## config.mk

```make
export PLATFORM = sky130hd
export DESIGN_NAME = frame_head_field_parser
export DESIGN_NICKNAME = d
export VERILOG_FILES = /design/src/rtl/fhp_pkg.sv /design/src/rtl/frame_head_field_parser.sv /design/src/rtl/fhp_field_capture.sv /design/src/rtl/fhp_out_buffer.sv
export VERILOG_INCLUDE_DIRS = /design/src /design/src/rtl
export SDC_FILE = /design/constraint.sdc
export NUM_CORES = 1
export LEC_CHECK = 0
export BUFFER_PORTS_ARGS = -buffer_cell sky130_fd_sc_hd__buf_2
export CAP_MARGIN = 20
export CELL_PAD_IN_SITES_DETAIL_PLACEMENT = 1
export CELL_PAD_IN_SITES_GLOBAL_PLACEMENT = 1
export CORE_ASPECT_RATIO = 1.2
export CORE_UTILIZATION = 35
export DETAILED_ROUTE_END_ITERATION = 10
export PLACE_DENSITY_LB_ADDON = 0.15
export SYNTH_ARGS = -nofsm -noshare
export SYNTH_HDL_FRONTEND = slang
export SYNTH_SLANG_ARGS = --single-unit
export TNS_END_PERCENT = 100
```

## constraint.sdc

```tcl
create_clock -name clock -period 22 [get_ports clock]
set_input_delay 6.6 -clock clock [delete_from_list [all_inputs] [get_ports clock]]
set_output_delay 6.6 -clock clock [all_outputs]
set_load 0.02 [all_outputs]
```

## src/rtl/assert_macros.svh

```systemverilog
// Assertion macros shared by the RTL.
`ifndef ASSERT_MACROS_SVH
`define ASSERT_MACROS_SVH

// Property must hold at every clock edge out of reset.
`define FHP_ASSERT(lbl, clk, rst, prop, msg) \
   lbl: assert property (@(posedge clk) disable iff (rst) (prop)) else $error(msg);

// When cause holds, effect must hold at the next clock edge.
`define FHP_ASSERT_NEXT(lbl, clk, rst, cause, effect, msg) \
   lbl: assert property (@(posedge clk) disable iff (rst) (cause) |=> (effect)) \
      else $error(msg);

`endif

```

## src/rtl/fhp_pkg.sv

```systemverilog
package fhp_pkg;

   localparam int DEFAULT_MAX_COMMAND_WORDS = 4;

   localparam logic [7:0] POS_SRC_IP = 8'd16;
   localparam logic [7:0] POS_DST_IP = 8'd20;
   localparam logic [7:0] POS_PORT   = 8'd24;
   localparam logic [7:0] POS_CMD    = 8'd26;
   localparam logic [7:0] POS_WORDS  = 8'd28;
   localparam logic [7:0] POS_SAT    = 8'd255;

   localparam logic [2:0] WORD_LAST_OFF = 3'd4;

   localparam logic [7:0] KEY_END    = 8'h00;
   localparam logic [7:0] KEY_SERIAL = 8'h01;
   localparam logic [7:0] KEY_TIME   = 8'h02;
   localparam logic [7:0] KEY_ROUTE  = 8'h3F;

   typedef struct packed {
      logic [7:0] frame_byte;
      logic       last_byte;
   } req_type;

   typedef struct packed {
      logic [31:0] source_ip;
      logic [31:0] dest_ip;
      logic [15:0] dest_port;
      logic [15:0] command_code;
      logic [31:0] serial_number;
      logic [1:0]  instrument_type;
      logic [31:0] head_time;
      logic [31:0] route_ip;
   } rsp_type;

   // Replace byte lane of a little-endian word.
   function automatic logic [31:0] put_lane(input logic [31:0] word, input logic [1:0] lane,
                                            input logic [7:0] b);
      logic [31:0] res;
      res = word;
      res[lane*8 +: 8] = b;
      return res;
   endfunction

endpackage

```

## src/rtl/frame_head_field_parser.sv

```systemverilog
// Head frame field parser. Takes one frame byte per request (frame_byte plus
// a last_byte mark) and, on the last byte, returns one response carrying the
// little-endian header fields at bytes 16-27 and the values of up to
// MAX_COMMAND_WORDS 5-byte command words starting at byte 28 (key 0x01 serial
// number, 0x02 head time, 0x3F route IP; key 0x00 stops the scan; later
// duplicates win; missing fields read zero). The field registers update in the
// accept cycle and the response appears in the output register in the next
// cycle; one request per clock is sustained while req_stall stays low.
// A two-entry output stage (output register plus skid) sits behind the field
// logic; req_stall rises only when both entries hold undelivered responses.
module frame_head_field_parser
   import fhp_pkg::*;
#(
   parameter int MAX_COMMAND_WORDS = DEFAULT_MAX_COMMAND_WORDS
) (
   input  logic    clock,
   input  logic    reset,
   input  logic    req_valid,
   output logic    req_stall,
   input  req_type req_payload,
   output logic    rsp_valid,
   input  logic    rsp_stall,
   output rsp_type rsp_payload
);

   logic    req_take;     // request accepted this cycle
   logic    buf_full;     // both output entries occupied
   rsp_type fields;       // field values after this byte

   assign req_stall = buf_full;
   assign req_take  = req_valid && !buf_full;

   // Offset decode and field capture
   fhp_field_capture #(
      .MAX_COMMAND_WORDS(MAX_COMMAND_WORDS)
   ) u_capture (
      .clock  (clock),
      .reset  (reset),
      .take   (req_take),
      .req    (req_payload),
      .result (fields)
   );

   // Response register with skid so the input keeps moving under output stall
   fhp_out_buffer u_out (
      .clock       (clock),
      .reset       (reset),
      .load        (req_take && req_payload.last_byte),
      .load_data   (fields),
      .full        (buf_full),
      .rsp_valid   (rsp_valid),
      .rsp_stall   (rsp_stall),
      .rsp_payload (rsp_payload)
   );

endmodule

```

## src/rtl/fhp_field_capture.sv

```systemverilog
`include "assert_macros.svh"

module fhp_field_capture
   import fhp_pkg::*;
#(
   parameter int MAX_COMMAND_WORDS = DEFAULT_MAX_COMMAND_WORDS
) (
   input  logic    clock,
   input  logic    reset,
   input  logic    take,
   input  req_type req,
   output rsp_type result
);

   localparam int IDX_W = $clog2(MAX_COMMAND_WORDS + 1);
   localparam logic [IDX_W-1:0] MAX_IDX = IDX_W'(MAX_COMMAND_WORDS);

   logic [7:0]       pos_ff, pos_in;
   logic [31:0]      src_ff, src_in, dst_ff, dst_in;
   logic [15:0]      port_ff, port_in, cmd_ff, cmd_in;
   logic [31:0]      serial_ff, serial_in, time_ff, time_in, route_ff, route_in;
   logic [31:0]      acc_ff, acc_in;
   logic [7:0]       key_ff, key_in;
   logic             ended_ff, ended_in;
   logic [2:0]       off_ff, off_in;
   logic [IDX_W-1:0] idx_ff, idx_in;
   logic             clr;
   logic [31:0]      acc_new;
   logic             sat_hold;
   logic             frame_end;

   assign clr       = (pos_ff == 8'd0);
   assign sat_hold  = take && !req.last_byte && (pos_ff == POS_SAT);
   assign frame_end = take && req.last_byte;

   always_comb begin
      pos_in    = pos_ff;
      src_in    = src_ff;
      dst_in    = dst_ff;
      port_in   = port_ff;
      cmd_in    = cmd_ff;
      serial_in = serial_ff;
      time_in   = time_ff;
      route_in  = route_ff;
      acc_in    = acc_ff;
      key_in    = key_ff;
      ended_in  = ended_ff;
      off_in    = off_ff;
      idx_in    = idx_ff;
      acc_new   = '0;
      if (take) begin
         // first byte of a frame wipes everything before use
         if (clr) begin
            src_in    = '0;
            dst_in    = '0;
            port_in   = '0;
            cmd_in    = '0;
            serial_in = '0;
            time_in   = '0;
            route_in  = '0;
            acc_in    = '0;
            key_in    = '0;
            ended_in  = 1'b0;
            off_in    = '0;
            idx_in    = '0;
         end
         acc_new = put_lane(acc_in, 2'(off_in - 3'd1), req.frame_byte);
         if (pos_ff != POS_SAT) begin
            if (pos_ff >= POS_SRC_IP && pos_ff < POS_DST_IP) begin
               src_in = put_lane(src_in, pos_ff[1:0], req.frame_byte);
            end else if (pos_ff >= POS_DST_IP && pos_ff < POS_PORT) begin
               dst_in = put_lane(dst_in, pos_ff[1:0], req.frame_byte);
            end else if (pos_ff >= POS_PORT && pos_ff < POS_CMD) begin
               port_in = 16'(put_lane({16'd0, port_in}, {1'b0, pos_ff[0]}, req.frame_byte));
            end else if (pos_ff >= POS_CMD && pos_ff < POS_WORDS) begin
               cmd_in = 16'(put_lane({16'd0, cmd_in}, {1'b0, pos_ff[0]}, req.frame_byte));
            end else if (pos_ff >= POS_WORDS) begin
               if (!ended_in && idx_in < MAX_IDX) begin
                  if (off_in == 3'd0) begin
                     key_in = req.frame_byte;
                     acc_in = '0;
                     if (req.frame_byte == KEY_END) begin
                        ended_in = 1'b1;
                     end
                  end else begin
                     acc_in = acc_new;
                     if (off_in == WORD_LAST_OFF) begin
                        if (key_in == KEY_SERIAL) begin
                           serial_in = acc_new;
                        end else if (key_in == KEY_TIME) begin
                           time_in = acc_new;
                        end else if (key_in == KEY_ROUTE) begin
                           route_in = acc_new;
                        end
                     end
                  end
               end
               // word offset / index track the byte position
               if (off_in == WORD_LAST_OFF) begin
                  off_in = '0;
                  if (idx_in != MAX_IDX) begin
                     idx_in = idx_in + 1'b1;
                  end
               end else begin
                  off_in = off_in + 3'd1;
               end
            end
            pos_in = pos_ff + 8'd1;
         end
         if (req.last_byte) begin
            pos_in = '0;
         end
      end
   end

   always_comb begin
      result.source_ip       = src_in;
      result.dest_ip         = dst_in;
      result.dest_port       = port_in;
      result.command_code    = cmd_in;
      result.serial_number   = serial_in;
      result.instrument_type = serial_in[1:0];
      result.head_time       = time_in;
      result.route_ip        = route_in;
   end

   always_ff @(posedge clock) begin
      if (reset) begin
         pos_ff    <= '0;
         src_ff    <= '0;
         dst_ff    <= '0;
         port_ff   <= '0;
         cmd_ff    <= '0;
         serial_ff <= '0;
         time_ff   <= '0;
         route_ff  <= '0;
         acc_ff    <= '0;
         key_ff    <= '0;
         ended_ff  <= 1'b0;
         off_ff    <= '0;
         idx_ff    <= '0;
      end else begin
         pos_ff    <= pos_in;
         src_ff    <= src_in;
         dst_ff    <= dst_in;
         port_ff   <= port_in;
         cmd_ff    <= cmd_in;
         serial_ff <= serial_in;
         time_ff   <= time_in;
         route_ff  <= route_in;
         acc_ff    <= acc_in;
         key_ff    <= key_in;
         ended_ff  <= ended_in;
         off_ff    <= off_in;
         idx_ff    <= idx_in;
      end
   end

   `FHP_ASSERT(a_off_range, clock, reset, off_ff <= WORD_LAST_OFF, "word offset out of range")
   `FHP_ASSERT_NEXT(a_pos_sat, clock, reset, sat_hold, pos_ff == POS_SAT, "position left saturation")
   `FHP_ASSERT_NEXT(a_pos_wrap, clock, reset, frame_end, pos_ff == 8'd0, "position not cleared")

endmodule

```

## src/rtl/fhp_out_buffer.sv

```systemverilog
`include "assert_macros.svh"

module fhp_out_buffer
   import fhp_pkg::*;
(
   input  logic    clock,
   input  logic    reset,
   input  logic    load,
   input  rsp_type load_data,
   output logic    full,
   output logic    rsp_valid,
   input  logic    rsp_stall,
   output rsp_type rsp_payload
);

   logic    out_valid_ff, out_valid_in;
   logic    skid_valid_ff, skid_valid_in;
   rsp_type out_ff, out_in;
   rsp_type skid_ff, skid_in;
   logic    take;
   logic    type_ok;

   assign take    = out_valid_ff && !rsp_stall;
   assign type_ok = (out_ff.instrument_type == out_ff.serial_number[1:0]);

   always_comb begin
      out_valid_in  = out_valid_ff;
      skid_valid_in = skid_valid_ff;
      out_in        = out_ff;
      skid_in       = skid_ff;
      if (load) begin
         if (!out_valid_ff || take) begin
            out_in       = load_data;
            out_valid_in = 1'b1;
         end else begin
            skid_in       = load_data;
            skid_valid_in = 1'b1;
         end
      end else if (take) begin
         if (skid_valid_ff) begin
            out_in        = skid_ff;
            skid_valid_in = 1'b0;
         end else begin
            out_valid_in = 1'b0;
         end
      end
   end

   always_ff @(posedge clock) begin
      if (reset) begin
         out_valid_ff  <= 1'b0;
         skid_valid_ff <= 1'b0;
      end else begin
         out_valid_ff  <= out_valid_in;
         skid_valid_ff <= skid_valid_in;
      end
   end

   always_ff @(posedge clock) begin
      out_ff  <= out_in;
      skid_ff <= skid_in;
   end

   assign full        = skid_valid_ff;
   assign rsp_valid   = out_valid_ff;
   assign rsp_payload = out_ff;

   `FHP_ASSERT(a_skid_order, clock, reset, !skid_valid_ff || out_valid_ff, "skid ahead of output")
   `FHP_ASSERT_NEXT(a_skid_drain, clock, reset, skid_valid_ff && !rsp_stall, out_valid_ff, "skid lost")
   `FHP_ASSERT(a_type_bits, clock, reset, !out_valid_ff || type_ok, "instrument type mismatch")

endmodule

```

==> out/metrics.yaml, run 1 <==
synthesis:
  synthesis.area_sq_um: 27000
  ys_async_sr_fraction: 0
  ys_warn_count: 0
  post-synth-top-area-cell: "edfxtp_1"
  seq_area_frac_synth: 0.611
  synth_flop_cell: "edfxtp_1"
  synth_edf_count: 384
  yosysTopAreaCellShare: 0.426
  ys_top_cells_by_area: "edfxtp_1, dfxtp_1, a22o_1"
  ys_seq_elements: 633
  ys_types: 82
  synth_cells: 2412
  synth_nets: 2434
  syn_avg_cell_area_sq_um: 11.2
final_layout:
  num-nets-final: 2548
  drive_gt1_frac: 0.164
  stdcell_count: 3601
  area_growth_pct: 15.0
  num-fill-cells: 8283
routing:
  drc: 0
  postRouteWirelength_um: 92100
  highest_layer: "met4"
  drt_iter0_markers: 1364
  wl_per_cell_um: 25.6
  wl_met2_um: 46600
  drt-vias-per-instance: 5.76
  num_vias: 20800
  dr_wl_met3_um: 4030
  postRouteAntennaNets: 0
  first_pass_iters: 5
  drt-met1-wl_um: 39100
timing:
  worst_clock_skew_ns: 0.0238
  slew_headroom: 0.108
  slew_viol_final: 0
  finalCritPeriodShare: 0.460
  worst_pin_slew_ns: 1.34
  finalHoldViolations: 0
  finalSetupViolations: 0
  rsz0062_at_grt: "no"
  fmax_mhz: 98.8
  tns_ns: 0
  hold_slack_ns: 0.478
  period_needed_ns: 10.12
setup_path:
  cp-start-kind: "input port"
  r2r_cells: 11
  ff2ff_setup_slack_ns: 16.67
  crit_path_max_incr_delay_ns: 0.83
  end_kind: "register"
  crit_top_cell: "buf_4"
  worstSetupPathType: "in2reg"
  crit_buf_inv: 4
  r2r-end: "u_out.rsp_payload[94]"
  cp_max_fo: 60
  crit_slowest_cell: "buf_4"
  r2r-start: "u_capture.pos_ff[0]"
  cp.depth: 7
  required_ns: 22.23
  crit_arrival_ns: 10.34
  crit_chain: "buf_2, nand2b_1, buf_4, nor2_4, and3_4, buf_4, buf_4"
  cp_top_family: "buffers and inverters"
grt:
  grt_max_degree: 184
  grt_pass1_wl_um: 138000
  grt_pass1_vias: 21300
  antenna_found_initial: 0
  grt_use_total: 0.231
  overflow: 0
clock_network:
  clockBufferDepth: 3
  cts_root_buffer: "clkbuf_16"
  cts_tree: "built"
  clock_sinks: 633
  numCtsBuffers: 69
  cts_hold_buf: 0
  cts_resized: 0
  clock_latency_ns: 0.61
  post-cts-setup-buffer-count: 0
  clkTransAtPathRegs_ns: 0.06
  ctsHtreeMaxLevel: 3
floorplan:
  die_area_sq_um: 78400
  io_pins: 209
  initial_core_util: 0.354
  die_w_um: 256
  num_rows: 111
  die_y_um: 306
  coreArea_sq_um: 76400
min_path:
  hold_path.startpoint: "u_capture.idx_ff[0]"
  hold_depth: 1
  hp-class: "reg2reg"
  min_to: "u_capture.idx_ff[0]"
placement:
  io_buffer_count: 208
  hpwl_um: 55000
  dpl.cell_count: 3472
  place.gp.congestion: 0.814
power:
  max-vdd-ir-drop_mv: 0.0476
  p_leak_nw: 11.1
  p_per_area_nw_per_um2: 83.8
job:
  maxCapViolations: 0
outcome:
  outcome: "finished clean"
==> synthesized netlist by cell type, drive strengths merged (5+ instances only) <==
cell type and number:
inv 28, o2bb2ai 15, a221o 11, edfxtp 384
nor4 19, mux2i 11, buf 92, nor3 25
or2 12, a22o 204, a21oi 67, a22oi 27
o211ai 36, or3 8, nand2b 6, a31oi 62
nand3 190, nor2b 5, a32oi 28, o21ai 92
nand2 289, nor3b 5, ha 9, and2 91
a221oi 23, o2111ai 26, dfxtp 249, and4 5
and3 17, o31ai 15, clkbuf 118, nor2 169
nand4 30
==> where the power goes <==
part | leakage [nW] | switching [mW] | internal (mW)
Combinational | 4.34 | 0.126 | 0.0291
Clock | 1.09 | 0.486 | 0.684
Sequential | 5.68 | 0.00794 | 1.27
Total | 11.1 | 0.620 | 1.99
==> layer usage <==
metal | global-route usage | vias to the layer above
met1 | 0.292 | 10700
met2 | 0.405 | 572
li1 | - | 9336
met5 | 0 | -
met4 | 0.0746 | 0
met3 | 0.0321 | 143
==> worst max path at each step <==
stage,start,endpoint,slack (ns)
after floorplan,req_valid,u_out.rsp_payload[0],4.41
after global placement,req_valid,u_out.skid_ff[182],11.24
after detailed placement,req_valid,u_out.skid_ff[182],11.19
after CTS,req_valid,u_out.skid_ff[192],11.83
after global routing,req_valid,u_out.skid_ff[189],11.69
final,req_valid,u_out.skid_ff[189],11.88
==> worst reg2reg max path: cells and delay by family (launching register included) <==
family | cells | cell delay (ns)
and+or+nand+nor | 5 | 2.40
AOI/OAI and AO/OA | 3 | 1.40
adders and majority gates | 2 | 0.60
buffers and inverters | 1 | 0.26
DFF | 1 | 0.48
==> flip-flops by register name, summed over array words and instances, names as in the netlist <==
register             cells
u_capture.ended_ff       1
u_capture.off_ff         3
u_capture.route_ff      32
u_out.rsp_valid          1
u_out.rsp_payload      192
u_capture.time_ff       32
u_out.full               1
u_capture.port_ff       16
u_capture.dst_ff        32
u_capture.pos_ff         8
u_out.skid_ff          192
u_capture.acc_ff        32
u_capture.cmd_ff        16
u_capture.serial_ff     32
u_capture.key_ff         8
u_capture.idx_ff         3
u_capture.src_ff        32
==> cells by family after synthesis <==
| logic type | count (synthesis) | synth area share |
|---|---|---|
| AND/OR/NAND/NOR | 890 | 0.166 |
| flip-flops | 633 | 0.611 |
| multiplexers | 11 | 0.00407 |
| XOR/XNOR | 4 | 0.00130 |
| AO/OA/AOI/OAI | 626 | 0.173 |
| adder cells (fa/ha/maj) | 9 | 0.00416 |
| buffers and inverters | 239 | 0.0400 |
==> cells in the final DEF (no fill, tap or decap), drive strengths merged, types with 23 or more instances in the layout <==
cell type,instances
inv,31
dfxtp,249
a22o,204
nand3,190
a32oi,28
nor2,169
nand4,30
a21oi,67
o2111ai,26
nor3,25
edfxtp,384
o21ai,92
clkbuf,103
o211ai,36
a22oi,27
a31oi,62
and2,91
buf,253
a221oi,23
nand2,289
==> area by class of cell <==
cell class / instances / area (sq um) / share of cell area
Antenna cell: 1 / 2.50 / 0.0000805
Clock buffer: 103 / 1980 / 0.0636
Clock inverter: 25 / 268 / 0.00861
Inverter: 29 / 109 / 0.00350
Multi-Input combinational cell: 1540 / 9540 / 0.307
Sequential cell: 633 / 16500 / 0.531
Tap cell: 1017 / 1270 / 0.0409
Timing Repair Buffer: 253 / 1400 / 0.0450
==> per-stage QoR <==
stage / total power [mW] / area [sq um] / util / setup WS, ns
2_1_floorplan: 1.40 / 27000 / - / 4.41
3_3_place_gp: 1.46 / 28800 / 0.377 / 11.24
3_5_place_dp: 1.46 / 28800 / 0.378 / 11.19
4_1_cts: 2.64 / 31100 / 0.407 / 11.83
5_1_grt: 2.69 / 31100 / 0.407 / 11.69
6_report: 2.61 / 31100 / 0.407 / 11.88
Power figures use the tool's default switching activity.
==> run 2, diff against run 1 <==
==> constraint.sdc (replaced) <==
create_clock -name clock -period 10.5 [get_ports clock]
set_input_delay 3.15 -clock clock [delete_from_list [all_inputs] [get_ports clock]]
set_output_delay 3.15 -clock clock [all_outputs]
set_load 0.02 [all_outputs]
==> run 2 against run 1 <==
Net effect:
- non-clock buffer count rose by 4
- cell area grew 0.25%
- critical endpoint is now u_out.rsp_payload[167]
- largest cell class unchanged
- die area is the same
- via count is 0.32% higher
==> out/metrics.yaml, run 2 (synthesis results as in run 1) <==
floorplan:
  initial_core_util: 0.354
  io_pins: 209
  die_w_um: 256
  coreArea_sq_um: 76400
  die_area_sq_um: 78400
  num_rows: 111
  die_y_um: 306
placement:
  preCtsSetupSlack_ns: 4.45
  hpwl_um: 56500
  io_buffer_count: 208
  dpl.cell_count: 3473
  place_area_sq_um: 28800
  place.gp.congestion: 0.828
setup_path:
  critPathCapture: "u_out.rsp_payload[167]"
  r2r-start: "u_capture.pos_ff[0]"
  cp-start-kind: "input port"
  end_kind: "register"
  r2r_cells: 12
  crit_arrival_ns: 5.70
  ff2ff_setup_slack_ns: 5.35
  cp_max_fo: 90
  worstSetupPathType: "in2reg"
  r2r-end: "u_out.rsp_payload[89]"
  required_ns: 10.80
  critPathLaunch: "req_valid"
clock_network:
  clock_latency_ns: 0.61
  cts_tree: "built"
  clock_sinks: 633
  numCtsBuffers: 70
  cts_hold_buf: 0
  ctsHtreeMaxLevel: 3
  post-cts-setup-buffer-count: 0
  cts_root_buffer: "clkbuf_16"
  clockBufferDepth: 3
  cts_resized: 0
  clkTransAtPathRegs_ns: 0.06
power:
  p_seq_frac: 0.489
  p_comb_frac: 0.060
  p_leak_nw: 11.2
  max-vdd-ir-drop_mv: 0.126
  switching_share: 0.240
  p_clk_frac: 0.451
  p_sw_mw: 1.32
  p_per_area_nw_per_um2: 176
  internal_power_mw: 4.16
outcome:
  outcome: "finished clean"
routing:
  postRouteWirelength_um: 93600
  postRouteAntennaNets: 0
  num_vias: 20800
  drt_iter0_markers: 1384
  drc: 0
  first_pass_iters: 5
  wl_per_cell_um: 26.0
  drt-vias-per-instance: 5.77
timing:
  finalHoldViolations: 0
  rsz0062_at_grt: "no"
  slew_viol_final: 0
  finalSetupViolations: 0
  period_needed_ns: 5.40
  worst_clock_skew_ns: 0.0171
  finalCritPeriodShare: 0.514
  slew_headroom: 0.173
  setup_slack_ns: 5.10
  worst_pin_slew_ns: 1.23
  tns_ns: 0
  fmax_mhz: 185
final_layout:
  stdcell_area_sq_um: 31200
  n_antenna_cell: 0
  stdcell_count: 3606
  layout_commonest_cell: "edfxtp_1"
  final_cell_mix: "edfxtp_1, nand2_1, dfxtp_1"
  area_growth_pct: 15.2
  num-nets-final: 2553
  drive_gt1_frac: 0.171
grt:
  grt_max_degree: 92
  grt_pass1_vias: 21400
  grt_use_total: 0.235
  antenna_found_initial: 1
  grt_pass1_wl_um: 140000
  overflow: 0
job:
  maxCapViolations: 0
min_path:
  hold_depth: 1
  hp-class: "reg2reg"
run 2: power groups by stage:
stage,clock network (mW),logic (mW),registers (mW)
3_3_place_gp,0,0.325,2.74
6_report,2.47,0.328,2.68
5_1_grt,2.62,0.348,2.69
4_1_cts,2.53,0.331,2.68
2_1_floorplan,0,0.151,2.78
3_5_place_dp,0,0.330,2.74
run 2: how the worst min path moves through the flow:
stage                         start              endpoint
3_5_place_dp   u_capture.acc_ff[15]  u_capture.acc_ff[15]
3_3_place_gp    u_capture.idx_ff[0]   u_capture.idx_ff[0]
5_1_grt        u_capture.acc_ff[13]  u_capture.acc_ff[13]
6_report       u_capture.acc_ff[11]  u_capture.acc_ff[11]
4_1_cts        u_capture.acc_ff[13]  u_capture.acc_ff[13]
2_1_floorplan   u_capture.idx_ff[0]   u_capture.idx_ff[0]
run 2: final cells by class:
cell class	count	area, sq um
Inverter	29	109
Clock inverter	38	300
Timing Repair Buffer	257	1440
Tap cell	1017	1270
Sequential cell	633	16500
Fill cell	8265	45200
Multi-Input combinational cell	1540	9540
Clock buffer	92	1990
run 2: critical path, cell delays in order:
cell,delay [ns]
buf_2,0.13
nor2b_4,0.19
nand2_4,0.80
buf_4,0.87
o21ai_0,0.31
run 2: metal layers:
layer  up-vias  GRT usage  wire (um)
met5         -          0         17
li1       9344          -          -
met4         2     0.0760       2700
met1     10800      0.299      39900
met3       155     0.0334       4140
met2       555      0.409      46900
run 2: per-stage QoR:
stage	utilization	hold WS, ns	power [mW]
after floorplan	-	0.437	2.93
after global placement	0.377	0.456	3.06
after detailed placement	0.378	0.465	3.07
after CTS	0.408	0.483	5.55
after global routing	0.408	0.493	5.65
final	0.408	0.482	5.48
